==> config.mk <==
export PLATFORM = sky130hd
export DESIGN_NAME = rbc_corner_calc
export DESIGN_NICKNAME = d
export VERILOG_FILES = /design/src/rbc_pkg.sv /design/src/rbc_corner_calc.sv
export SDC_FILE = /design/constraint.sdc
export NUM_CORES = 2
export LEC_CHECK = 0
export ABC_AREA = 1
export BUFFER_PORTS_ARGS = -buffer_cell sky130_fd_sc_hd__buf_4
export CAP_MARGIN = 30
export CORE_MARGIN = 5
export CORE_UTILIZATION = 57
export DETAILED_ROUTE_END_ITERATION = 8
export PLACE_DENSITY = 0.75
export RECOVER_POWER = 25
export SLEW_MARGIN = 20
export SYNTH_ARGS = -nofsm -noshare
export SYNTH_HDL_FRONTEND = slang
export SYNTH_SLANG_ARGS = --single-unit
==> constraint.sdc <==
create_clock -name clk_i -period 9.8 [get_ports clk_i]
set_clock_uncertainty 0.1 [all_clocks]
set_input_delay 1.96 -clock clk_i [delete_from_list [all_inputs] [get_ports clk_i]]
set_output_delay 1.96 -clock clk_i [all_outputs]
set_load 0.01 [all_outputs]
==> src/rbc_pkg.sv <==
// rbc_pkg: constants shared by the rotated box corner datapath.
// Angle reduction limits, quadrant codes, CORDIC widths and arctangent table.
// No dependencies.
`default_nettype none

package rbc_pkg;

  localparam int ANGLE_BITS = 18;
  localparam int TURN_W     = 17;
  localparam int REST_W     = 15;

  localparam logic [TURN_W-1:0] FULL_TURN          = 17'd92160;
  localparam logic [TURN_W-1:0] QUARTER_TURN       = 17'd23040;
  localparam logic [TURN_W-1:0] HALF_TURN          = 17'd46080;
  localparam logic [TURN_W-1:0] THREE_QUARTER_TURN = 17'd69120;

  localparam logic [1:0] QUAD_0 = 2'd0;
  localparam logic [1:0] QUAD_1 = 2'd1;
  localparam logic [1:0] QUAD_2 = 2'd2;
  localparam logic [1:0] QUAD_3 = 2'd3;

  localparam int CORDIC_STEPS = 17;
  localparam int CORDIC_XY_W  = 34;
  localparam int CORDIC_Z_W   = 26;

  localparam logic signed [CORDIC_XY_W-1:0] CORDIC_GAIN_Q30 = 34'sd652032874;

  // atan(2^-i) in 2^-16 degree
  localparam int ATAN_TAB [CORDIC_STEPS] = '{
    2949120, 1740967, 919879, 466945, 234379, 117305, 58666, 29335,
    14668, 7334, 3667, 1833, 917, 458, 229, 115, 57
  };

endpackage

`default_nettype wire

==> src/rbc_corner_calc.sv <==
// rbc_corner_calc: multiply half sizes by sin/cos, combine per corner,
// truncate toward zero and add the center; three register stages. Uses rbc_pkg.
`default_nettype none

module rbc_corner_calc #(
  parameter int COORD_BITS     = 16,
  parameter int TRIG_FRAC_BITS = 15
) (
  input  logic                              clk_i,
  input  logic                              rst_ni,
  input  logic                              en_i,
  input  logic                              valid_i,
  input  logic signed [COORD_BITS-1:0]      cx_i,
  input  logic signed [COORD_BITS-1:0]      cy_i,
  input  logic        [COORD_BITS-3:0]      hw_i,
  input  logic        [COORD_BITS-3:0]      hh_i,
  input  logic signed [TRIG_FRAC_BITS+1:0]  sin_i,
  input  logic signed [TRIG_FRAC_BITS+1:0]  cos_i,
  output logic                              valid_o,
  // bl_x, bl_y, br_x, br_y, tl_x, tl_y, tr_x, tr_y from bit 0 up
  output logic [8*(COORD_BITS+2)-1:0]       corner_o
);
  import rbc_pkg::*;

  localparam int CB = COORD_BITS;
  localparam int F  = TRIG_FRAC_BITS;
  localparam int PW = CB + F + 1;
  localparam int SW = PW + 1;
  localparam int OW = CB + 2;
  localparam logic signed [SW-1:0] Bias = SW'((64'd1 << F) - 64'd1);

  logic signed [CB-2:0] hw_s, hh_s;
  assign hw_s = signed'({1'b0, hw_i});
  assign hh_s = signed'({1'b0, hh_i});

  // multiply stage
  logic                 vm_q;
  logic signed [PW-1:0] p1_q, p2_q, p3_q, p4_q, p1_d, p2_d, p3_d, p4_d;
  logic signed [CB-1:0] cxm_q, cym_q;

  assign p1_d = PW'(hw_s) * PW'(cos_i);
  assign p2_d = PW'(hh_s) * PW'(sin_i);
  assign p3_d = PW'(hw_s) * PW'(sin_i);
  assign p4_d = PW'(hh_s) * PW'(cos_i);

  // combine stage
  logic                 vs_q;
  logic signed [SW-1:0] sum_q [8];
  logic signed [SW-1:0] sum_d [8];
  logic signed [SW-1:0] e1, e2, e3, e4;
  logic signed [CB-1:0] cxs_q, cys_q;

  assign e1 = SW'(p1_q);
  assign e2 = SW'(p2_q);
  assign e3 = SW'(p3_q);
  assign e4 = SW'(p4_q);

  always_comb begin
    sum_d[0] = e2 - e1;
    sum_d[1] = -e3 - e4;
    sum_d[2] = e1 + e2;
    sum_d[3] = e3 - e4;
    sum_d[4] = -e1 - e2;
    sum_d[5] = e4 - e3;
    sum_d[6] = e1 - e2;
    sum_d[7] = e3 + e4;
  end

  // truncate and offset stage
  logic                  vo_q;
  logic [8*OW-1:0]       corner_q, corner_d;

  always_comb begin
    logic signed [SW-1:0] rnd;
    logic signed [SW-1:0] sh;
    logic signed [OW-1:0] cen;
    corner_d = '0;
    for (int k = 0; k < 8; k++) begin
      rnd = sum_q[k] + (sum_q[k][SW-1] ? Bias : '0);
      sh  = rnd >>> F;
      cen = (k % 2 == 0) ? OW'(cxs_q) : OW'(cys_q);
      corner_d[k*OW +: OW] = sh[OW-1:0] + cen;
    end
  end

  always_ff @(posedge clk_i or negedge rst_ni) begin
    if (!rst_ni) begin
      vm_q <= 1'b0;
      vs_q <= 1'b0;
      vo_q <= 1'b0;
    end else if (en_i) begin
      vm_q <= valid_i;
      vs_q <= vm_q;
      vo_q <= vs_q;
    end
  end

  always_ff @(posedge clk_i) begin
    if (en_i) begin
      p1_q     <= p1_d;
      p2_q     <= p2_d;
      p3_q     <= p3_d;
      p4_q     <= p4_d;
      cxm_q    <= cx_i;
      cym_q    <= cy_i;
      sum_q    <= sum_d;
      cxs_q    <= cxm_q;
      cys_q    <= cym_q;
      corner_q <= corner_d;
    end
  end

  assign valid_o  = vo_q;
  assign corner_o = corner_q;

endmodule

`default_nettype wire
# Word level (Yosys, flattened, before mapping)
# Cells that the tools add are included.
[word_totals]
regBits = 603
latchBits = 0
mem_bits_rw = 0
romBits = 0
inputBits = 98
wordCells = 58
memories = 0
[op_classes]
add_sub_neg = 26
n_mul = 4
div = 0
magnitude_cmp = 0
eq_ne = 0
shifts = 0
n_mux = 8
bitwise_logic = 0
reduce_logical = 0
[ops]
columns = ["cell", "n"]
rows = [
  ["$add A33 B15 Y33", 8],
  ["$add A18 B18 Y18", 8],
  ["$sub A32 B32 Y33", 4],
  ["$mul A15 B17 Y32", 4],
  ["$mux W15", 8],
  ["$add A32 B32 Y33", 2],
  ["$neg A32 Y33", 2],
  ["$sub A33 B32 Y33", 2],
]

# Longest topological paths before layout
[logic_depth]
depth_word = 3
ltp_mapped = 28
depth_no_buf = 26

# Worst setup path after synthesis
# Ideal clock, no wire load.
[synth_path]
path_type = "input -> register"
startpoint = "input sin_i[16]"
endpoint = "register p3_q[30] (data pin)"
t_arrival_ns = 7.385
required_time_ns = 9.448
setup_slack_ns = 2.063
stages = 21
n_path_buf = 2
cell_sequence = "clkbuf_1 > buf_1 > nand2_1 > fa_1 > fa_1 > inv_1 > fa_1 > inv_1 > fa_1 > inv_1 > fa_1 > fa_1 > ha_1 > inv_1 > nor3_1 > inv_1 > nor2_1 > nand2_1 > or2_2 > nand3_1 > nand2_1"
[synth_between]
elab_chain_cells = 1
[synth_lines]
columns = ["item", "line_no", "source"]
rows = [
  ["from (decl)", "rbc_corner_calc.sv:17", "input logic signed [TRIG_FRAC_BITS+1:0] sin_i,"],
  ["$mul A15 B17 Y32", "rbc_corner_calc.sv:43", "assign p3_d = PW'(hw_s) * PW'(sin_i);"],
  ["net p3_d[30]", "rbc_corner_calc.sv:38", "logic signed [PW-1:0] p1_q, p2_q, p3_q, p4_q, p1_d, p2_d, p3_d, p4_d;"],
  ["to (signal assigned)", "rbc_corner_calc.sv:102", "p3_q <= p3_d;"],
  ["to (decl)", "rbc_corner_calc.sv:38", ""],
]
# The timed path passes the listed nets, and every way through them passes these cells.
# A chain may end at the register's enable or synchronous reset.

# Worst setup path in the final report
[layout_path]
startpoint = "input en_i"
endpoint = "register sum_q[218] (netlist bit), enable pin"
[layout_lines]
columns = ["item", "line_no", "source"]
rows = [
  ["from (decl)", "rbc_corner_calc.sv:11", "input logic en_i,"],
  ["to (signal assigned)", "rbc_corner_calc.sv:106", "sum_q <= sum_d;"],
  ["to (decl)", "rbc_corner_calc.sv:48", "logic signed [SW-1:0] sum_q [8];"],
]
# No word-level cell between the ends.

==> impl_metrics.env <==
export IMPL_outcome="complete, but fails checks"
export IMPL_violations="capacitance limit, slew limit"
export IMPL_tightest_slew_ps=6670
export IMPL_fin_tns_setup_ps=0
export IMPL_io_pins=243
export IMPL_viasPerCell=5.58
export IMPL_grt_pass1_vias=75200
export IMPL_fp_dieH_um=402
export IMPL_numCtsBuffers=70
export IMPL_cts_resized=0
export IMPL_syn_nets=13200
export IMPL_dp_slack_ps=1670
export IMPL_crit_path_max_incr_delay_ps=4470
export IMPL_drc=0
export IMPL_end_kind="flop"
export IMPL_path_cells="clkbuf_1 -> clkbuf_1"
export IMPL_maxCapViolations=3
export IMPL_cts_root_buf="clkbuf_16"
export IMPL_period_needed_ps=8100
export IMPL_worst_setup_path_type="primary input to flop"
export IMPL_post_route_period_util=0.827
export IMPL_synth_top_flop_cell="edfxtp_1"
export IMPL_grt_busiest_layer="met2"
export IMPL_synth_async_reset_ratio=0.00503
export IMPL_finalWirelength_mm=277
export IMPL_use_met2=0.529
export IMPL_dp_final_hpwl_mm=228
export IMPL_cp_max_fo=115
export IMPL_antenna_found_initial=13
export IMPL_crit_top_cell="clkbuf_1"
export IMPL_ys_seq_elements=597
export IMPL_first_pass_iters=6
export IMPL_critPathLaunchType="primary input"
export IMPL_fin_ws_ps=1700
export IMPL_design_die_area_um2=162000
export IMPL_clk_latency_ps=700
export IMPL_syn_inst=11300
export IMPL_start_util=0.571
export IMPL_ys_warn_count=0
export IMPL_numPortBuffers=242
export IMPL_grt_max_degree=165
export IMPL_crit_family="buffers and inverters"
export IMPL_drtIter0Drc=6739
export IMPL_yosys_area_top_type="fa_1"
export IMPL_use_met3=0.0540
export IMPL_grt_usage=0.338
export IMPL_multi_input_area_um2=59100
export IMPL_max_clock_freq_mhz=123
export IMPL_synth_area_per_cell_um2=7.76
export IMPL_cp_required_ps=9950
export IMPL_cts_num_sinks=597
export IMPL_grt_pass1_wl_mm=428
export IMPL_place_congestion=1.03
export IMPL_nets=13300
export IMPL_area_growth_pct=6.42
export IMPL_clk_pin_slew_ps=60
export IMPL_rsz0062_at_grt="false"
export IMPL_clockBufferDepth=3
export IMPL_seq_area_frac_synth=0.204
export IMPL_vias=75200
export IMPL_drive_above_1_share=0.0405
export IMPL_grt_met1_usage=0.474
export IMPL_path_buf_inv=2
export IMPL_holdBufCountCts=0
export IMPL_crit_slowest_cell="clkbuf_1"
export IMPL_synth_top_cell_area_share=0.214
export IMPL_max_slew_margin=-3.45
export IMPL_row_count=144
export IMPL_overflow=0
export IMPL_placed_area_um2=91000
export IMPL_synth_edff_count=594
export IMPL_slew_viol_final=167
export IMPL_die_w_um=402
export IMPL_drtAntennaViolNets=0
export IMPL_report_final_setup_viol=0
export IMPL_cts_tree="done"
export IMPL_post_cts_setup_buffers=0
export IMPL_postLayoutCellArea_um2=93300
export IMPL_syn_area_um2=87700
export IMPL_hold_path_class="flop to flop"
export IMPL_fillers=13800
export IMPL_coreArea_um2=154000
export IMPL_hold_viol=0
export IMPL_crit_arrival_ps=8250
export IMPL_synth_area_leaders="fa_1 (21%), edfxtp_1 (20%), ha_1 (12%)"
export IMPL_yosys_cell_types_count=61
export IMPL_htreeDepth=3
export IMPL_final_seq_area_um2=17900
export IMPL_wl_per_cell_um=20.6
## routing by layer
layer | vias up | routed length, um | part of all wire
met5 | - | 13 | 0.000047
met4 | 2 | 12300 | 0.045
met3 | 655 | 23700 | 0.086
met2 | 3301 | 122000 | 0.44
met1 | 36000 | 119000 | 0.43
li1 | 35200 | - | -
## state kept, by name, summed over array words and instances (netlist names)
register and count:
cys_q 16, cxs_q 16, cym_q 16, vs_q 1, p1_q 32, cxm_q 16
vm_q 1, sum_q 258, p3_q 32, p4_q 32, p2_q 32, corner_o 144
valid_o 1
## final timing paths
| path | start | end | slack, ps | cells after the start |
|---|---|---|---|---|
| min | cxm_q[14] | cxs_q[14] | 320 | 0 |
| max in group asynchronous | rst_ni | vs_q | 8470 | 1 |
| min reg2reg | cxm_q[14] | cxs_q[14] | 320 | 0 |
| max reg2reg | p3_q[1] | sum_q[225] | 4840 | 11 |
| max | en_i | sum_q[218] | 1700 | 2 |
| min in group asynchronous | rst_ni | valid_o | 980 | 1 |
## final cells by class
class                           count  area share
Antenna cell                       10    0.000268
Clock buffer                       76      0.0190
Inverter                         2518       0.101
Tap cell                         2044      0.0274
Clock inverter                     53     0.00702
Timing Repair Buffer              249      0.0200
Sequential cell                   597       0.192
Multi-Input combinational cell   7927       0.633
## cells in the final DEF, fill, tap and decap left out, drive strengths merged, types with 2 or more instances in the layout
master    instances
nand2          2764
inv            2522
fa              937
ha              873
nor2            731
a21oi           674
edfxtp          594
nand3           452
xor2            390
o21ai           371
buf             214
nand4           124
nor3            117
clkbuf          111
o21bai           88
xnor2            85
a21o             65
a21boi           45
o21a             35
o211ai           35
clkinv           34
nor4             26
a31oi            25
nand3b           23
or2              18
diode            10
and3              9
o31ai             9
clkinvlp          8
bufinv            7
and2              7
a31o              4
a211oi            4
or3               3
dfrtp             3
nor3b             3
nand2b            3
o22ai             2
a22oi             2
## worst register-to-register path: stages, from the launching register on
cell	delay, ps
edfxtp_1	550
inv_1	190
ha_1	340
ha_1	170
inv_1	60
fa_1	450
o21ai_0	1270
a21oi_1	500
o21ai_0	640
nand2_1	160
nand4_1	110
nand2_1	120
## synthesized netlist by cell type, types with 65 or more instances
library cell,count
nand3_1,449
inv_1,2494
ha_1,873
nor2_1,697
o21ai_0,329
nor3_1,106
edfxtp_1,594
nand4_1,124
xor2_1,390
nand2_1,2736
xnor2_1,85
o21bai_1,88
fa_1,937
clkbuf_1,170
a21o_1,65
a21oi_1,668
## cells by family after synthesis
group	synth area share
xor+xnor	0.0474
simple gates	0.202
mux	0.000128
flops	0.204
buf+inv	0.121
fa+ha+maj	0.338
compound gates	0.0872
## per-stage QoR
| step | hold slack, ps | instances | util |
|---|---|---|---|
| floorplan | 300 | 11300 | - |
| global placement | 304 | 13300 | 0.593 |
| detailed placement | 305 | 13300 | 0.593 |
| CTS | 315 | 13500 | 0.609 |
| global route | 325 | 13500 | 0.608 |
| finish | 315 | 13500 | 0.608 |
Power is not shown: default switching activity piles up to over one toggle a cycle in this logic, so the estimate is an artifact.
