File: config.mk
export PLATFORM = sky130hd
export DESIGN_NAME = rbc_cordic_cell
export DESIGN_NICKNAME = d
export VERILOG_FILES = /design/src/rbc_pkg.sv /design/src/rbc_cordic_cell.sv
export SDC_FILE = /design/constraint.sdc
export NUM_CORES = 1
export LEC_CHECK = 0
export BUFFER_PORTS_ARGS = -buffer_cell sky130_fd_sc_hd__buf_2
export CORE_ASPECT_RATIO = 1.5
export CORE_MARGIN = 3
export CORE_UTILIZATION = 40
export CTS_BUF_LIST = sky130_fd_sc_hd__clkbuf_8
export DETAILED_ROUTE_END_ITERATION = 10
export GPL_ROUTABILITY_DRIVEN = 0
export PLACE_DENSITY = 0.63
export SLEW_MARGIN = 20
export SYNTH_ARGS = -nofsm -noshare
export SYNTH_HDL_FRONTEND = slang
export SYNTH_SLANG_ARGS = --single-unit
File: constraint.sdc
create_clock -name clk_i -period 0.8 [get_ports clk_i]
set_input_delay 0.12 -clock clk_i [delete_from_list [all_inputs] [get_ports clk_i]]
set_output_delay 0.12 -clock clk_i [all_outputs]
set_load 0.02 [all_outputs]
File: src/rbc_pkg.sv
// rbc_pkg: constants shared by the rotated box corner datapath.
// Angle reduction limits, quadrant codes, CORDIC widths and arctangent table.
// No dependencies.
`default_nettype none

package rbc_pkg;

  localparam int ANGLE_BITS = 18;
  localparam int TURN_W     = 17;
  localparam int REST_W     = 15;

  localparam logic [TURN_W-1:0] FULL_TURN          = 17'd92160;
  localparam logic [TURN_W-1:0] QUARTER_TURN       = 17'd23040;
  localparam logic [TURN_W-1:0] HALF_TURN          = 17'd46080;
  localparam logic [TURN_W-1:0] THREE_QUARTER_TURN = 17'd69120;

  localparam logic [1:0] QUAD_0 = 2'd0;
  localparam logic [1:0] QUAD_1 = 2'd1;
  localparam logic [1:0] QUAD_2 = 2'd2;
  localparam logic [1:0] QUAD_3 = 2'd3;

  localparam int CORDIC_STEPS = 17;
  localparam int CORDIC_XY_W  = 34;
  localparam int CORDIC_Z_W   = 26;

  localparam logic signed [CORDIC_XY_W-1:0] CORDIC_GAIN_Q30 = 34'sd652032874;

  // atan(2^-i) in 2^-16 degree
  localparam int ATAN_TAB [CORDIC_STEPS] = '{
    2949120, 1740967, 919879, 466945, 234379, 117305, 58666, 29335,
    14668, 7334, 3667, 1833, 917, 458, 229, 115, 57
  };

endpackage

`default_nettype wire

File: src/rbc_cordic_cell.sv
// rbc_cordic_cell: one rotation-mode CORDIC micro-rotation, registered.
// Carries opaque side data alongside x, y, z. Depends on rbc_pkg.
`default_nettype none

module rbc_cordic_cell #(
  parameter int unsigned STEP   = 0,
  parameter int          SIDE_W = 8
) (
  input  logic                                     clk_i,
  input  logic                                     rst_ni,
  input  logic                                     en_i,
  input  logic                                     valid_i,
  input  logic signed [rbc_pkg::CORDIC_XY_W-1:0]   x_i,
  input  logic signed [rbc_pkg::CORDIC_XY_W-1:0]   y_i,
  input  logic signed [rbc_pkg::CORDIC_Z_W-1:0]    z_i,
  input  logic        [SIDE_W-1:0]                 side_i,
  output logic                                     valid_o,
  output logic signed [rbc_pkg::CORDIC_XY_W-1:0]   x_o,
  output logic signed [rbc_pkg::CORDIC_XY_W-1:0]   y_o,
  output logic signed [rbc_pkg::CORDIC_Z_W-1:0]    z_o,
  output logic        [SIDE_W-1:0]                 side_o
);
  import rbc_pkg::*;

  localparam logic signed [CORDIC_Z_W-1:0] Atan = CORDIC_Z_W'(ATAN_TAB[STEP]);

  logic                          valid_q;
  logic signed [CORDIC_XY_W-1:0] x_q, x_d, y_q, y_d, xs, ys;
  logic signed [CORDIC_Z_W-1:0]  z_q, z_d;
  logic        [SIDE_W-1:0]      side_q;

  assign xs = x_i >>> STEP;
  assign ys = y_i >>> STEP;

  always_comb begin
    if (!z_i[CORDIC_Z_W-1]) begin
      x_d = x_i - ys;
      y_d = y_i + xs;
      z_d = z_i - Atan;
    end else begin
      x_d = x_i + ys;
      y_d = y_i - xs;
      z_d = z_i + Atan;
    end
  end

  always_ff @(posedge clk_i or negedge rst_ni) begin
    if (!rst_ni) begin
      valid_q <= 1'b0;
    end else if (en_i) begin
      valid_q <= valid_i;
    end
  end

  always_ff @(posedge clk_i) begin
    if (en_i) begin
      x_q    <= x_d;
      y_q    <= y_d;
      z_q    <= z_d;
      side_q <= side_i;
    end
  end

  assign valid_o = valid_q;
  assign x_o     = x_q;
  assign y_o     = y_q;
  assign z_o     = z_q;
  assign side_o  = side_q;

endmodule

`default_nettype wire

Word-level counts from Yosys, hierarchy flattened
Cells that the tools add are included.
- flip-flop bits (word level): 103
- bits of input ports: 106
- output and inout port bits: 103
- word-level logic and storage cells: 13
- $add $sub $neg: 5
- multiplexer cells: 3
- operators by type and width (kind ; number):
    34-bit 2-to-1 mux ; 2
    34-bit subtractor ; 2
    34-bit adder ; 1
    26-bit by 23-bit adder with 26-bit output (second input constant) ; 1
    26-bit 2-to-1 mux ; 1
    26-bit by 23-bit subtractor with 26-bit output (second input constant) ; 1

Logic depth before layout (Yosys ltp)
Gate-level depths: netlist of the first run.
- word-level depth: 2
- depth in mapped cells: 12
- gate-level depth less buffers: 12

Least setup slack after synthesis of the first run
OpenSTA, ideal clock, no wires.
- kind: in2reg
- start: in x_i[0] in the netlist's numbering
- end: reg y_q[30] (netlist: y_o[30]) (data pin)
- setup time: 0.259 ns
- data arrival time: 2.332 ns
- data required time: 0.541 ns
- setup slack: -1.791 ns
- stages: 11
- buffers on the path: 0
- cells stage by stage: ha_1 > fa_1 > nand2b_1 > a221oi_1 > a2bb2oi_2 > a211o_1 > o41ai_4 > o221ai_2 > a21oi_1 > o41ai_1 > a211o_1
- cells in the longest elaborated chain, start to end: 2
- elaborated cells between the ends (all ways): 3
- classes of those cells: add/sub (2); mux (1)
- ends and longest elaborated chain (element ; RTL line ; source):
    start, declared ; rbc_cordic_cell.sv:13 ; input logic signed [rbc_pkg::CORDIC_XY_W-1:0] x_i,
    34-bit adder or 34-bit subtractor (tied branches) ; rbc_cordic_cell.sv:38, rbc_cordic_cell.sv:42 ;
    34-bit 2-to-1 mux * ; rbc_cordic_cell.sv:36 ; if (!z_i[CORDIC_Z_W-1]) begin
    named net y_d[30] ; rbc_cordic_cell.sv:28 ; logic signed [CORDIC_XY_W-1:0] x_q, x_d, y_q, y_d, xs, ys;
    end signal, assigned ; rbc_cordic_cell.sv:58 ; y_q <= y_d;
    end, declared ; rbc_cordic_cell.sv:28 ;
The timed path passes the listed nets; every way through them passes the cells marked *.
A chain may end at the register's enable or synchronous reset.

Final worst setup path of the first run
- start: in x_i[4] in the netlist's numbering
- end: reg x_q[30] (netlist: x_o[30]) (data pin)
- cells in the longest elaborated chain, start to end: 2
- elaborated cells between the ends (all ways): 3
- classes of those cells: add/sub (2); mux (1)
- ends and longest elaborated chain (element ; RTL line ; source):
    34-bit subtractor or 34-bit adder (tied branches) ; rbc_cordic_cell.sv:37, rbc_cordic_cell.sv:41 ;
    34-bit 2-to-1 mux * ; rbc_cordic_cell.sv:36 ;
    named net x_d[30] ; rbc_cordic_cell.sv:28 ;
    end signal, assigned ; rbc_cordic_cell.sv:57 ; x_q <= x_d;
    end, declared ; rbc_cordic_cell.sv:28 ;
Marks and branches as above.

==> results of run 1 <==
-- state kept, by name, summed over array words and instances, names as in the netlist --
register	count
side_o	8
valid_o	1
y_o	33
x_o	34
z_o	26
-- path summary, 6_finish.rpt --
| path | start | endpoint | slack (ns) | cells past startpoint |
|---|---|---|---|---|
| setup / recovery | x_i[4] | x_o[30]$_DFFE_PP_ | -1.57 | 10 |
| hold / removal | z_i[16] | z_o[16]$_DFFE_PP_ | 0.06 | 3 |
| setup reg to reg | valid_o$_DFFE_PN0P_ | valid_o$_DFFE_PN0P_ | -0.11 | 2 |
| hold reg to reg | valid_o$_DFFE_PN0P_ | valid_o$_DFFE_PN0P_ | 0.64 | 2 |
| max in group asynchronous | rst_ni | valid_o$_DFFE_PN0P_ | 0.15 | 3 |
| min in group asynchronous | rst_ni | valid_o$_DFFE_PN0P_ | 0.54 | 3 |
-- final cells by class --
cell class	instances	area share
inverters	105	0.0282
clock inverters	7	0.00392
multi-input cells	762	0.430
well taps	272	0.0205
flip-flops and latches	102	0.184
repair buffers	652	0.326
clock buffers	9	0.00746
-- synth_stat cells (9+ instances only) --
master                     number  area, um2
sky130_fd_sc_hd__nor4_1        11       68.8
sky130_fd_sc_hd__clkbuf_1      25       93.8
sky130_fd_sc_hd__o21ai_0       60        300
sky130_fd_sc_hd__nand2_1       55        206
sky130_fd_sc_hd__ha_1         108       1350
sky130_fd_sc_hd__inv_1        102        383
sky130_fd_sc_hd__xor2_1         9       78.8
sky130_fd_sc_hd__o211ai_1      10       75.1
sky130_fd_sc_hd__nor2_1        74        278
sky130_fd_sc_hd__xnor2_1       62        543
sky130_fd_sc_hd__o21bai_1      24        180
sky130_fd_sc_hd__nor2b_1       11       68.8
sky130_fd_sc_hd__a21oi_1      129        646
sky130_fd_sc_hd__edfxtp_1     101       3030
sky130_fd_sc_hd__nand3_1       13       65.1
sky130_fd_sc_hd__nor3_1        16       80.1
sky130_fd_sc_hd__buf_2         12       60.1
sky130_fd_sc_hd__a211oi_1      15        113
sky130_fd_sc_hd__buf_1          9       33.8
sky130_fd_sc_hd__mux2i_1       12        120
sky130_fd_sc_hd__o31ai_1       14        105
sky130_fd_sc_hd__a21o_1        31        233
-- tightest hold or removal path, stage by stage --
cell and delay (ns):
sky130_fd_sc_hd__buf_8 0.08, sky130_fd_sc_hd__buf_4 0.10, sky130_fd_sc_hd__inv_1 0.03
-- routing by layer --
metal / part of all wire / vias up / track usage
met4: 0.068 / 0 / 0.164
met1: 0.35 / 4980 / 0.290
met2: 0.54 / 407 / 0.524
li1: - / 4892 / -
met3: 0.044 / 152 / 0.0339
met5: 0 / - / 0
-- kinds of logic (layout without fill, tap and decap cells) --
kind of cell               after synthesis  in the layout  share of synthesized area
AOI/OAI and AO/OA                      346            346                      0.245
and+or+nand+nor                        219            219                      0.112
buffers and inverters                  152            773                     0.0648
adders and majority gates              112            112                      0.157
DFF                                    102            102                      0.336
xor gates and xnor gates                71             71                     0.0684
muxes                                   14             14                     0.0157
-- power groups by stage --
| stage | Combinational [mW] | Sequential [mW] | Clock (mW) |
|---|---|---|---|
| final | 13.0 | 7.26 | 3.35 |
| after global placement | 10.0 | 7.19 | 0 |
| after CTS | 11.6 | 7.14 | 3.47 |
| after global routing | 13.7 | 7.34 | 3.63 |
| after floorplan | 4.45 | 8.27 | 0 |
| after detailed placement | 10.2 | 7.21 | 0 |
-- timing repair --
action / CTS / global route
setup endpoints to repair: 177 / 177
hold buffers: 27 / 0
pin swaps: 94 / 106
resized for setup: 251 / 228
hold endpoints to repair: 26 / 0
buffers inserted: 36 / 31
-- stage by stage --
step / TNS (ns) / setup slack [ns]
2_1_floorplan: -80.32 / -1.69
4_1_cts: -106.73 / -1.56
5_1_grt: -115.81 / -1.62
6_report: -108.28 / -1.57
3_3_place_gp: -117.64 / -2.09
3_5_place_dp: -120.56 / -2.13
==> impl_results.md, run 1 <==
- Clock edge transition at the registers on the reported setup and hold paths: 0.11 ns
- Number of violations reported at the end of detailed-routing iteration 0: 542
- Gate count of the mapped netlist: 1016
- Path type of the worst setup path: input pin to flip-flop
- Iteration count of the initial detailed-routing pass: 7
- Number of inserted filler cells in the final layout: 1448
- Result of the run: complete, but fails checks
- Via density: 5.46
- Sw frac: 0.383
- Maximum number of pins on one net before global-route repair: 43
- Proportion of power drawn by the clock network: 0.142
- Layout cells sized above 1: 0.555
- Num CTS Buffers: 9
- Wire length per cell after detailed routing: 19.3 um
- H-tree depth: 3
- Required arrival time at the worst endpoint: 0.97 ns
- Kind of cell adding the most delay to the critical path: compound AO/OA/AOI/OAI gates
- Sum of net half-perimeters after detailed placement: 26700 um
- Arrival time of data at the critical path endpoint: 2.54 ns
- Number of standard cells in the layout, taps in and fillers out: 1909
- Switch Pwr: 9.05 mW
- Total of buffers placed on input and output ports: 208
- Final worst path period need: 2.37 ns
- Vias after detailed routing: 10431
- Final worst-path cycle share: 2.96
- Crit path max fanout: 3
- Highest-count cells in the layout ignoring fill and taps: sky130_fd_sc_hd__buf_4, sky130_fd_sc_hd__buf_6, sky130_fd_sc_hd__buf_2
- CTS Buffer Depth: 2
- Horizontal die dimension: 129 um
- Ys async rst share: 0.00980
- RSZ-0062 raised after global routing: true
- DRC violations left: 0
- Pwr Density: 1420 nW/um2
- Initial antenna violation count: 0
- Worst Setup End Kind: flip-flop
- Final non-filler cell area: 16600 um2
- Wire length of the first global-routing pass: 53600 um
- Area enclosed by the die boundary: 24600 um2
- Top-level port count: 209
- Crit path launch type: input pin
- Type of the most critical hold path: input pin to flip-flop
- Slowest cell on the critical path: sky130_fd_sc_hd__or4_4
- Total design power: 23.7 mW
- Area added between synthesis and finish: 82.7%
- Maximum ir drop on the vdd rail: 0.842 mV
- Worst-Skew Late Latency: 0.41 ns
- Proportion of power drawn by flip-flops and latches: 0.307
- Number of nets still failing antenna checks after routing: 0
- Max-capacitance violation count: 0
- Static leakage power: 7.52 nW
- Antenna cell count: 0
- Synth Area per Inst: 8.95 um2
- Nets: 1850
- Utilization after layout: 0.754
- Number of sinks handled by clock tree synthesis: 102
- Worst slew pin tran: 0.503 ns
- Multi-input gate area: 7140 um2
- Critical path cell sequence: buf_2 > ha_1 > or4_4 > a2bb2oi_4 > a211o_4 > o41ai_4 > o221ai_2 > buf_4 > a311oi_2 > xnor2_1
- Height of the chip: 191 um
- Worst rel slew slack: 0.661
- Minimum setup slack in the final design: -1.57 ns
- Core footprint: 22000 um2
- Net Count, Synth: 1234
- Portion of total power attributed to combinational logic: 0.551
- Part of the Yosys area used for sequential elements: 0.336
- Congestion Overflow GR: 0
- Post-Synthesis Cell Area: 9090 um2
- Leading cell type in the layout, fill and taps excluded: sky130_fd_sc_hd__buf_4
- Post-synth EDFFs: 101
- Internal cell power: 14.6 mW
- Cell chosen for the clock root: sky130_fd_sc_hd__clkbuf_8
- Post-route worst hold slack: 0.0557 ns
- # placed instances: 1819
- Yosys synthesis warning count: 0
- Total wire length after detailed routing: 36900 um
- Hold violation total from the final report: 0
- Vias in the first global route: 10640
- Prevailing post-synth register cell: sky130_fd_sc_hd__edfxtp_1
- Sequential cell area: 3060 um2
- Post-Route Skew: 0 ns
- Final Max Tran Viols: 0
- Worst path buffer plus inverter count: 2
- Yosys reg bits: 102
- Violated checks: negative setup slack
- Placed Area: 13800 um2
- Total number of placement rows: 66
- Final Setup Violations: 176
- Starting density of the core: 0.412
- Number of distinct library cells after synthesis: 69
- GRT Resource Usage Total: 0.279
- Slowest stage delay, CP: 0.50 ns
- Fmax: 422 MHz
- TritonCTS clock tree: done
No activity file was read; power rests on OpenSTA's default activity.
==> run 2: changes to the inputs <==
--- a/config.mk
+++ b/config.mk
@@ -12,7 +12,6 @@
 export CTS_BUF_LIST = sky130_fd_sc_hd__clkbuf_8
 export DETAILED_ROUTE_END_ITERATION = 10
 export GPL_ROUTABILITY_DRIVEN = 0
-export PLACE_DENSITY = 0.63
 export SLEW_MARGIN = 20
 export SYNTH_ARGS = -nofsm -noshare
 export SYNTH_HDL_FRONTEND = slang
==> run 2 against run 1 <==
The flow still finishes with violations (negative setup slack). Combinational power about the same. Worst hold slack improved by 0.021 ns. Largest cell class unchanged. Critical path type unchanged. Largest power group unchanged. Routed wire length decreased by 1.8%. Critical endpoint is now y_o[30]$_DFFE_PP_.
==> impl_results.md, run 2 (synthesized netlist as in run 1, its figures left out) <==
- Total wire length after detailed routing: 36200 um (-1.8%)
- Maximum number of pins on one net before global-route repair: 43 (unchanged)
- Worst rel slew slack: 0.618 (-0.0431)
- Wire length of the first global-routing pass: 52200 um (-2.8%)
- Num CTS Buffers: 9 (unchanged)
- Max-capacitance violation count: 0 (unchanged)
- Top-level port count: 209 (unchanged)
- Vias in the first global route: 10384 (-2.4%)
- Violated checks: negative setup slack
- Final worst path period need: 2.49 ns (+0.114 ns)
- Slowest cell on the critical path: sky130_fd_sc_hd__fa_2
- DRC violations left: 0 (unchanged)
- Type of the most critical hold path: input pin to flip-flop
- Height of the chip: 191 um (unchanged)
- Arrival time of data at the critical path endpoint: 2.65 ns (+0.11 ns)
- Post-Route Skew: 0 ns (unchanged)
- Area enclosed by the die boundary: 24600 um2 (unchanged)
- Area added between synthesis and finish: 82.4%
- Layout cells sized above 1: 0.554 (-0.00164)
- GRT Resource Usage Total: 0.271 (-0.00750)
- Crit path launch type: input pin
- Placed Area: 13800 um2 (-0.40%)
- Vias after detailed routing: 10331 (-0.96%)
- Highest-count cells in the layout ignoring fill and taps: sky130_fd_sc_hd__buf_4, sky130_fd_sc_hd__buf_6, sky130_fd_sc_hd__buf_2
- Hold violation total from the final report: 0 (unchanged)
- Number of inserted filler cells in the final layout: 1504 (+3.9%)
- Required arrival time at the worst endpoint: 0.97 ns (about the same)
- Number of violations reported at the end of detailed-routing iteration 0: 683 (+26%)
- Slowest stage delay, CP: 0.41 ns (-0.09 ns)
- Path type of the worst setup path: input pin to flip-flop
- Sum of net half-perimeters after detailed placement: 26600 um (-0.60%)
- Final non-filler cell area: 16600 um2 (-0.16%)
- Maximum ir drop on the vdd rail: 0.819 mV (-2.7%)
- Initial antenna violation count: 2 (+2)
- Leading cell type in the layout, fill and taps excluded: sky130_fd_sc_hd__buf_4
- Total number of placement rows: 66 (unchanged)
- Worst-Skew Late Latency: 0.39 ns (-0.02 ns)
- Clock edge transition at the registers on the reported setup and hold paths: 0.11 ns (about the same)
- Fmax: 402 MHz (-4.6%)
- Number of nets still failing antenna checks after routing: 0 (unchanged)
- TritonCTS clock tree: done
- Cell chosen for the clock root: sky130_fd_sc_hd__clkbuf_8
- Final Setup Violations: 176 (unchanged)
- Minimum setup slack in the final design: -1.69 ns (-0.114 ns)
- Wire length per cell after detailed routing: 19.0 um (-1.6%)
- Result of the run: complete, but fails checks
- Pwr Density: 1410 nW/um2 (-0.68%)
- Starting density of the core: 0.412 (unchanged)
- H-tree depth: 3 (unchanged)
- Worst slew pin tran: 0.573 ns (+0.0699 ns)
- Utilization after layout: 0.752 (-0.00119)
- Via density: 5.42 (-0.75%)
- Final Max Tran Viols: 0 (unchanged)
- Horizontal die dimension: 129 um (unchanged)
- Flip-flop count of the largest register after layout: 34 (unchanged)
- Iteration count of the initial detailed-routing pass: 6 (-1)
- RSZ-0062 raised after global routing: true
- Worst Setup End Kind: flip-flop
- Number of sinks handled by clock tree synthesis: 102 (unchanged)
- Congestion Overflow GR: 0 (unchanged)
- Final worst-path cycle share: 3.11 (+0.142)
- Nets: 1844 (-0.32%)
- Most frequent cell on the critical path: sky130_fd_sc_hd__buf_6
- Static leakage power: 7.51 nW (-0.12%)
- Total of buffers placed on input and output ports: 208 (unchanged)
- CTS Buffer Depth: 2 (unchanged)
- Critical path cell sequence: buf_8 > buf_6 > buf_6 > ha_4 > fa_2 > nor2b_2 > o21ai_2 > a21o_1 > a21oi_4 > a41oi_4 > o2111a_1 > a21oi_2 > o41ai_1 > a211o_1
- Crit path max fanout: 2 (-1)
- Core footprint: 22000 um2 (unchanged)
-- run 2: what timing repair did --
action,4_1_cts,5_1_grt
endpoints found under the hold margin,26,0
resized for setup,257,222
buffers inserted,39,36
pin swaps,131,104
setup endpoints to repair,177,178
hold buffers,27,0
-- run 2: path summary, 6_finish.rpt --
| kind | from | endpoint | slack (ns) | depth (start not counted) |
|---|---|---|---|---|
| setup / recovery | x_i[0] | y_o[30]$_DFFE_PP_ | -1.69 | 14 |
| hold / removal | z_i[16] | z_o[17]$_DFFE_PP_ | 0.08 | 2 |
| setup reg to reg | valid_o$_DFFE_PN0P_ | valid_o$_DFFE_PN0P_ | 0.01 | 1 |
| hold reg to reg | valid_o$_DFFE_PN0P_ | valid_o$_DFFE_PN0P_ | 0.56 | 1 |
| max in group asynchronous | rst_ni | valid_o$_DFFE_PN0P_ | 0.11 | 3 |
| min in group asynchronous | rst_ni | valid_o$_DFFE_PN0P_ | 0.57 | 3 |
-- run 2: layer usage --
metal | up-vias | share of wire | track usage
met5 | - | 0 | 0
met4 | 0 | 0.056 | 0.150
met3 | 128 | 0.044 | 0.0320
met2 | 387 | 0.55 | 0.524
met1 | 4937 | 0.35 | 0.274
li1 | 4879 | - | -
-- run 2: worst max-delay path, delay by kind of cell --
kind            cells  cell delay [ns]
fa+ha+maj           2             0.57
simple gates        1             0.14
compound gates      8             1.50
buf+inv             3             0.32
-- run 2: layout make-up --
type | instances | area (um2) | area share
Tap cell | 272 | 340 | 0.0205
Antenna cell | 2 | 5.00 | 0.000302
Multi-Input combinational cell | 762 | 7160 | 0.432
Inverter | 105 | 472 | 0.0284
Timing Repair Buffer | 646 | 5370 | 0.324
Clock inverter | 7 | 56.3 | 0.00339
Sequential cell | 102 | 3060 | 0.184
Clock buffer | 9 | 124 | 0.00747
-- run 2: where the power goes --
part	total, mW	switching (mW)	internal, mW	leakage (nW)
clock network	3.30	2.12	1.18	0.0965
logic	12.9	6.52	6.39	6.41
registers	7.24	0.318	6.92	0.999
-- run 2: stage by stage --
stage	worst slack (ns)	hold WS [ns]	total power, mW	setup TNS, ns	std cells
floorplan	-1.69	-0.176	12.7	-80.32	1016
global placement	-2.12	-0.105	17.2	-121.46	1810
detailed placement	-2.14	-0.104	17.3	-123.82	1810
CTS	-1.62	0.0537	22.0	-108.10	1885
global route	-1.75	0.0575	24.6	-120.64	1905
finish	-1.69	0.0763	23.5	-111.17	1905
==> run 3: changes to the inputs <==
--- a/config.mk
+++ b/config.mk
@@ -5,13 +5,15 @@
 export SDC_FILE = /design/constraint.sdc
 export NUM_CORES = 1
 export LEC_CHECK = 0
+export ABC_AREA = 1
 export BUFFER_PORTS_ARGS = -buffer_cell sky130_fd_sc_hd__buf_2
 export CORE_ASPECT_RATIO = 1.5
 export CORE_MARGIN = 3
-export CORE_UTILIZATION = 40
+export CORE_UTILIZATION = 53
 export CTS_BUF_LIST = sky130_fd_sc_hd__clkbuf_8
 export DETAILED_ROUTE_END_ITERATION = 10
 export GPL_ROUTABILITY_DRIVEN = 0
+export PLACE_DENSITY = 0.8
 export SLEW_MARGIN = 20
 export SYNTH_ARGS = -nofsm -noshare
 export SYNTH_HDL_FRONTEND = slang
==> run 3 against run 2 <==
The run now fails in global routing (5_1_grt). Area after synthesis is 20% higher. Synthesized cell count is 55% higher.
==> impl_results.md, run 3 <==
- Yosys reg bits: 102 (unchanged)
- Cell chosen for the clock root: sky130_fd_sc_hd__clkbuf_8
- Cell with the most instances after synthesis: sky130_fd_sc_hd__nand2_1
- Leading area contributor after synthesis: sky130_fd_sc_hd__edfxtp_1
- Synth top cells by count: sky130_fd_sc_hd__nand2_1, sky130_fd_sc_hd__inv_1, sky130_fd_sc_hd__nand3_1
- Gate count of the mapped netlist: 1571 (+55%)
- Height of the chip: 182 um (-4.5%)
- Congestion Overflow GR: 15
- Result of the run: aborted with a tool error
- Wire length of the first global-routing pass: 111000 um
- Step where the flow halted: global routing (5_1_grt)
- Ys async rst share: 0.00980 (unchanged)
- Number of distinct library cells after synthesis: 51 (-26%)
- Tool error: [ERROR GRT-0116] Global routing finished with congestion. Check the congestion regions in the DRC Viewer.
- Vias in the first global route: 17959
- H-tree depth: 3 (unchanged)
- Horizontal die dimension: 123 um (-4.5%)
- Post-synth EDFFs: 101 (unchanged)
- Prevailing post-synth register cell: sky130_fd_sc_hd__edfxtp_1
- Total number of placement rows: 63 (-4.5%)
- Net Count, Synth: 1789 (+45%)
- Top-level port count: 209 (unchanged)
- GRT Resource Usage Total: 0.666
- Post-Synthesis Cell Area: 10900 um2 (+20%)
- Post-synth top area share: 0.277 (-0.0564)
- Cells taking the most area after synthesis: sky130_fd_sc_hd__edfxtp_1, sky130_fd_sc_hd__nand2_1, sky130_fd_sc_hd__ha_1
- Total of buffers placed on input and output ports: 208 (unchanged)
- Synth Area per Inst: 6.97 um2 (-22%)
- Yosys synthesis warning count: 0 (unchanged)
- Starting density of the core: 0.547 (+0.134)
- Sum of net half-perimeters after detailed placement: 33300 um (+25%)
- CTS Buffer Depth: 2 (unchanged)
- Num CTS Buffers: 9 (unchanged)
- Number of sinks handled by clock tree synthesis: 102 (unchanged)
- Maximum number of pins on one net before global-route repair: 66
- Part of the Yosys area used for sequential elements: 0.279 (-0.0569)
==> run 3: changes by cell type after synthesis, sizes merged, moves of 18 or more <==
cell    before  now
a21o        31   10
clkbuf      25    7
o21ai       64   98
inv        103  236
nand3       13  144
nand2       55  429
xor2         9   30
xnor2       62    1
nor2        74  148
==> run 3: per-stage QoR <==
step	instances	area [um2]	worst slack [ns]
floorplan	1571	11900	-0.847
global placement	2267	15000	-1.43
detailed placement	2267	15000	-1.48
CTS	2356	17500	-0.810
==> run 3: timing repair <==
action,in CTS
endpoints found under the setup margin,178
pin swaps,168
endpoints found under the hold margin,26
buffers inserted,56
resized for setup,467
hold buffers,26
==> run 3: routing by layer <==
metal,overflow,track usage
met1,0,0.661
met2,8,0.835
met3,0,0.501
met4,7,0.662
met5,0,0.194
==> run 3: cell families after synthesis <==
| logic type | after synthesis | share of synthesized area |
|---|---|---|
| buffers and inverters | 281 | 0.112 |
| muxes | 1 | 0.00103 |
| AOI/OAI and AO/OA | 285 | 0.147 |
| and+or+nand+nor | 759 | 0.304 |
| adders and majority gates | 112 | 0.131 |
| xor gates and xnor gates | 31 | 0.0248 |
| DFF | 102 | 0.279 |
==> run 4: changes to the inputs <==
--- a/config.mk
+++ b/config.mk
@@ -7,13 +7,11 @@
 export LEC_CHECK = 0
 export ABC_AREA = 1
 export BUFFER_PORTS_ARGS = -buffer_cell sky130_fd_sc_hd__buf_2
-export CORE_ASPECT_RATIO = 1.5
 export CORE_MARGIN = 3
-export CORE_UTILIZATION = 53
-export CTS_BUF_LIST = sky130_fd_sc_hd__clkbuf_8
+export CORE_UTILIZATION = 40
 export DETAILED_ROUTE_END_ITERATION = 10
 export GPL_ROUTABILITY_DRIVEN = 0
-export PLACE_DENSITY = 0.8
+export PLACE_DENSITY_LB_ADDON = 0.15
 export SLEW_MARGIN = 20
 export SYNTH_ARGS = -nofsm -noshare
 export SYNTH_HDL_FRONTEND = slang
==> constraint.sdc (replaced) <==
create_clock -name clk_i -period 1.05 [get_ports clk_i]
set_input_delay 0.1575 -clock clk_i [delete_from_list [all_inputs] [get_ports clk_i]]
set_output_delay 0.1575 -clock clk_i [all_outputs]
set_load 0.02 [all_outputs]
==> run 4 against run 3 <==
The flow now finishes, with violations (negative setup slack). Area after synthesis is the same. Synthesized cell count unchanged.
==> impl_results.md, run 4 <==
- Arrival time of data at the critical path endpoint: 1.97 ns
- GRT Resource Usage Total: 0.287
- Critical path cell sequence: buf_8 > ha_4 > buf_6 > nor2_4 > inv_4 > nor2_2 > nor2_2 > nand2_4 > nand2_4 > nand2_4 > nand2_2 > nand2_1 > nand2_2 > nand3_1 > nand2_1
- Number of nets still failing antenna checks after routing: 0
- Worst path buffer plus inverter count: 3
- Initial antenna violation count: 0
- Horizontal die dimension: 171 um (+39%)
- Height of the chip: 171 um (-5.8%)
- Type of the most critical hold path: input pin to flip-flop
- Area enclosed by the die boundary: 29400 um2
- Prevailing post-synth register cell: sky130_fd_sc_hd__edfxtp_1
- Maximum ir drop on the vdd rail: 0.735 mV
- Total wire length after detailed routing: 50800 um
- Post-synth top area share: 0.277 (unchanged)
- Gate count of the mapped netlist: 1571 (unchanged)
- Final non-filler cell area: 20100 um2
- Num CTS Buffers: 9 (unchanged)
- Layout cells sized above 1: 0.580
- Crit path max fanout: 7
- Total design power: 21.3 mW
- Post-Synthesis Cell Area: 10900 um2 (unchanged)
- Vias in the first global route: 12904
- Leading cell type in the layout, fill and taps excluded: sky130_fd_sc_hd__buf_4
- Core footprint: 26500 um2
- Vias after detailed routing: 14046
- Wire length per cell after detailed routing: 20.3 um
- Number of sinks handled by clock tree synthesis: 102 (unchanged)
- Worst setup path startpoint: y_i[6]
- Flip-flop count of the largest register after layout: 34
- Ys async rst share: 0.00980 (unchanged)
- Violated checks: negative setup slack
- Cells taking the most area after synthesis: sky130_fd_sc_hd__edfxtp_1, sky130_fd_sc_hd__nand2_1, sky130_fd_sc_hd__ha_1
- Final worst path period need: 1.82 ns
- Pwr Density: 1060 nW/um2
- Path type of the worst setup path: input pin to flip-flop
- RSZ-0062 raised after global routing: true
- Iteration count of the initial detailed-routing pass: 9
- Worst slew pin tran: 0.462 ns
- Yosys reg bits: 102 (unchanged)
- Clock edge transition at the registers on the reported setup and hold paths: 0.10 ns
- Synth top cells by count: sky130_fd_sc_hd__nand2_1, sky130_fd_sc_hd__inv_1, sky130_fd_sc_hd__nand3_1
- H-tree depth: 3 (unchanged)
- Synth Area per Inst: 6.97 um2 (unchanged)
- Utilization after layout: 0.758
- Required arrival time at the worst endpoint: 1.20 ns
- Antenna cell count: 0
- Worst rel slew slack: 0.691
- Slowest stage delay, CP: 0.30 ns
- Terminus of the critical flop-to-flop path: valid_o$_DFFE_PN0P_
- Max-capacitance violation count: 0
- Placed Area: 15200 um2 (+1.4%)
- Result of the run: complete, but fails checks
- Final Setup Violations: 170
- Highest-count cells in the layout ignoring fill and taps: sky130_fd_sc_hd__buf_4, sky130_fd_sc_hd__nand2_1, sky130_fd_sc_hd__buf_6
- Cell with the most instances after synthesis: sky130_fd_sc_hd__nand2_1
- Area added between synthesis and finish: 83.5%
- Wire length of the first global-routing pass: 66500 um
- Number of violations reported at the end of detailed-routing iteration 0: 1383
- Congestion Overflow GR: 0
- # placed instances: 2358 (+4.0%)
- Static leakage power: 9.38 nW
- Cell chosen for the clock root: sky130_fd_sc_hd__clkbuf_16
- DRC violations left: 0
- Maximum number of pins on one net before global-route repair: 66
- Sum of net half-perimeters after detailed placement: 32500 um (-2.5%)
- Total of buffers placed on input and output ports: 208 (unchanged)
- TritonCTS clock tree: done
- Number of standard cells in the layout, taps in and fillers out: 2497
- Final worst-path cycle share: 1.74
- Leading area contributor after synthesis: sky130_fd_sc_hd__edfxtp_1
- Kind of cell adding the most delay to the critical path: simple AND/OR/NAND/NOR gates
- Worst-Skew Late Latency: 0.37 ns
- Post-Route Skew: 0 ns
- Total number of placement rows: 59 (-6.3%)
- Crit Reg-Reg Startpoint: valid_o$_DFFE_PN0P_
- Part of the Yosys area used for sequential elements: 0.279 (unchanged)
- Number of inserted filler cells in the final layout: 1634
- Reg2Reg Depth: 1
- Number of distinct library cells after synthesis: 51 (unchanged)
- Nets: 2375
- Top-level port count: 209 (unchanged)
- Via density: 5.63
- Flop-to-flop setup slack: 0.29 ns
- Crit path launch type: input pin
- Net Count, Synth: 1789 (unchanged)
- Yosys synthesis warning count: 0 (unchanged)
- CTS Buffer Depth: 2 (unchanged)
- Path length in cells of the critical path: 15
- Worst Setup End Kind: flip-flop
- Most frequent cell on the critical path: sky130_fd_sc_hd__nand2_4
- Starting density of the core: 0.413 (-0.134)
- Hold violation total from the final report: 0
- Capturing instance or port of the critical path: y_o[24]$_DFFE_PP_
- Post-synth EDFFs: 101 (unchanged)
- Minimum setup slack in the final design: -0.772 ns
- Final Max Tran Viols: 0
- Fmax: 549 MHz
- Slowest cell on the critical path: sky130_fd_sc_hd__ha_4
- Worst slack at placement: -1.13 ns (+0.350 ns)
-- run 4: worst min path at each step --
stage                  from             endpoint  slack [ns]  depth (start not counted)
floorplan            rst_ni  valid_o$_DFFE_PN0P_       -0.14                          0
global placement     rst_ni  valid_o$_DFFE_PN0P_       -0.07                          1
detailed placement   rst_ni  valid_o$_DFFE_PN0P_       -0.07                          1
CTS                 valid_i  valid_o$_DFFE_PN0P_        0.01                          2
global route        valid_i  valid_o$_DFFE_PN0P_        0.02                          2
finish              valid_i  valid_o$_DFFE_PN0P_       0.007                          2
-- run 4: cell type report --
class	count	area (um2)	area share
timing repair buffer	619	5430	0.270
inverter	237	1040	0.0518
tap	335	419	0.0209
sequential	102	3060	0.152
clock buffer	9	225	0.0112
multi-input combinational	1188	9830	0.490
clock inverter	7	81.3	0.00405
-- run 4: cell families after synthesis --
| family | count (synthesis) | synth area share |
|---|---|---|
| muxes | 1 | 0.00103 |
| xor gates and xnor gates | 31 | 0.0248 |
| DFF | 102 | 0.279 |
| adders and majority gates | 112 | 0.131 |
| buffers and inverters | 281 | 0.112 |
| and+or+nand+nor | 759 | 0.304 |
| AOI/OAI and AO/OA | 285 | 0.147 |
-- run 4: through the flow --
stage,setup TNS [ns],hold slack [ns]
after floorplan,-38.21,-0.138
after global placement,-67.14,-0.0682
after detailed placement,-68.50,-0.0666
after CTS,-31.02,0.00954
after global routing,-45.94,0.0203
final,-39.55,0.00732
-- run 4: timing repair --
| item | CTS | global route |
|---|---|---|
| pin swaps | 167 | 187 |
| setup buffers | 63 | 48 |
| endpoints found under the setup margin | 159 | 173 |
| endpoints found under the hold margin | 25 | 0 |
| resized for setup | 541 | 419 |
| hold buffers | 25 | 0 |
| gates cloned | 0 | 0 |
-- run 4: per-layer routing --
| metal | vias to the layer above | share of wire | track usage |
|---|---|---|---|
| li1 | 6308 | - | - |
| met1 | 6531 | 0.38 | 0.375 |
| met4 | 0 | 0.071 | 0.101 |
| met2 | 916 | 0.45 | 0.486 |
| met5 | - | 0 | 0 |
| met3 | 291 | 0.095 | 0.0434 |
-- run 4: power by group --
part	internal, mW	switching (mW)
clock network	1.73	2.10
logic	5.33	6.69
registers	5.16	0.263
total	12.2	9.05
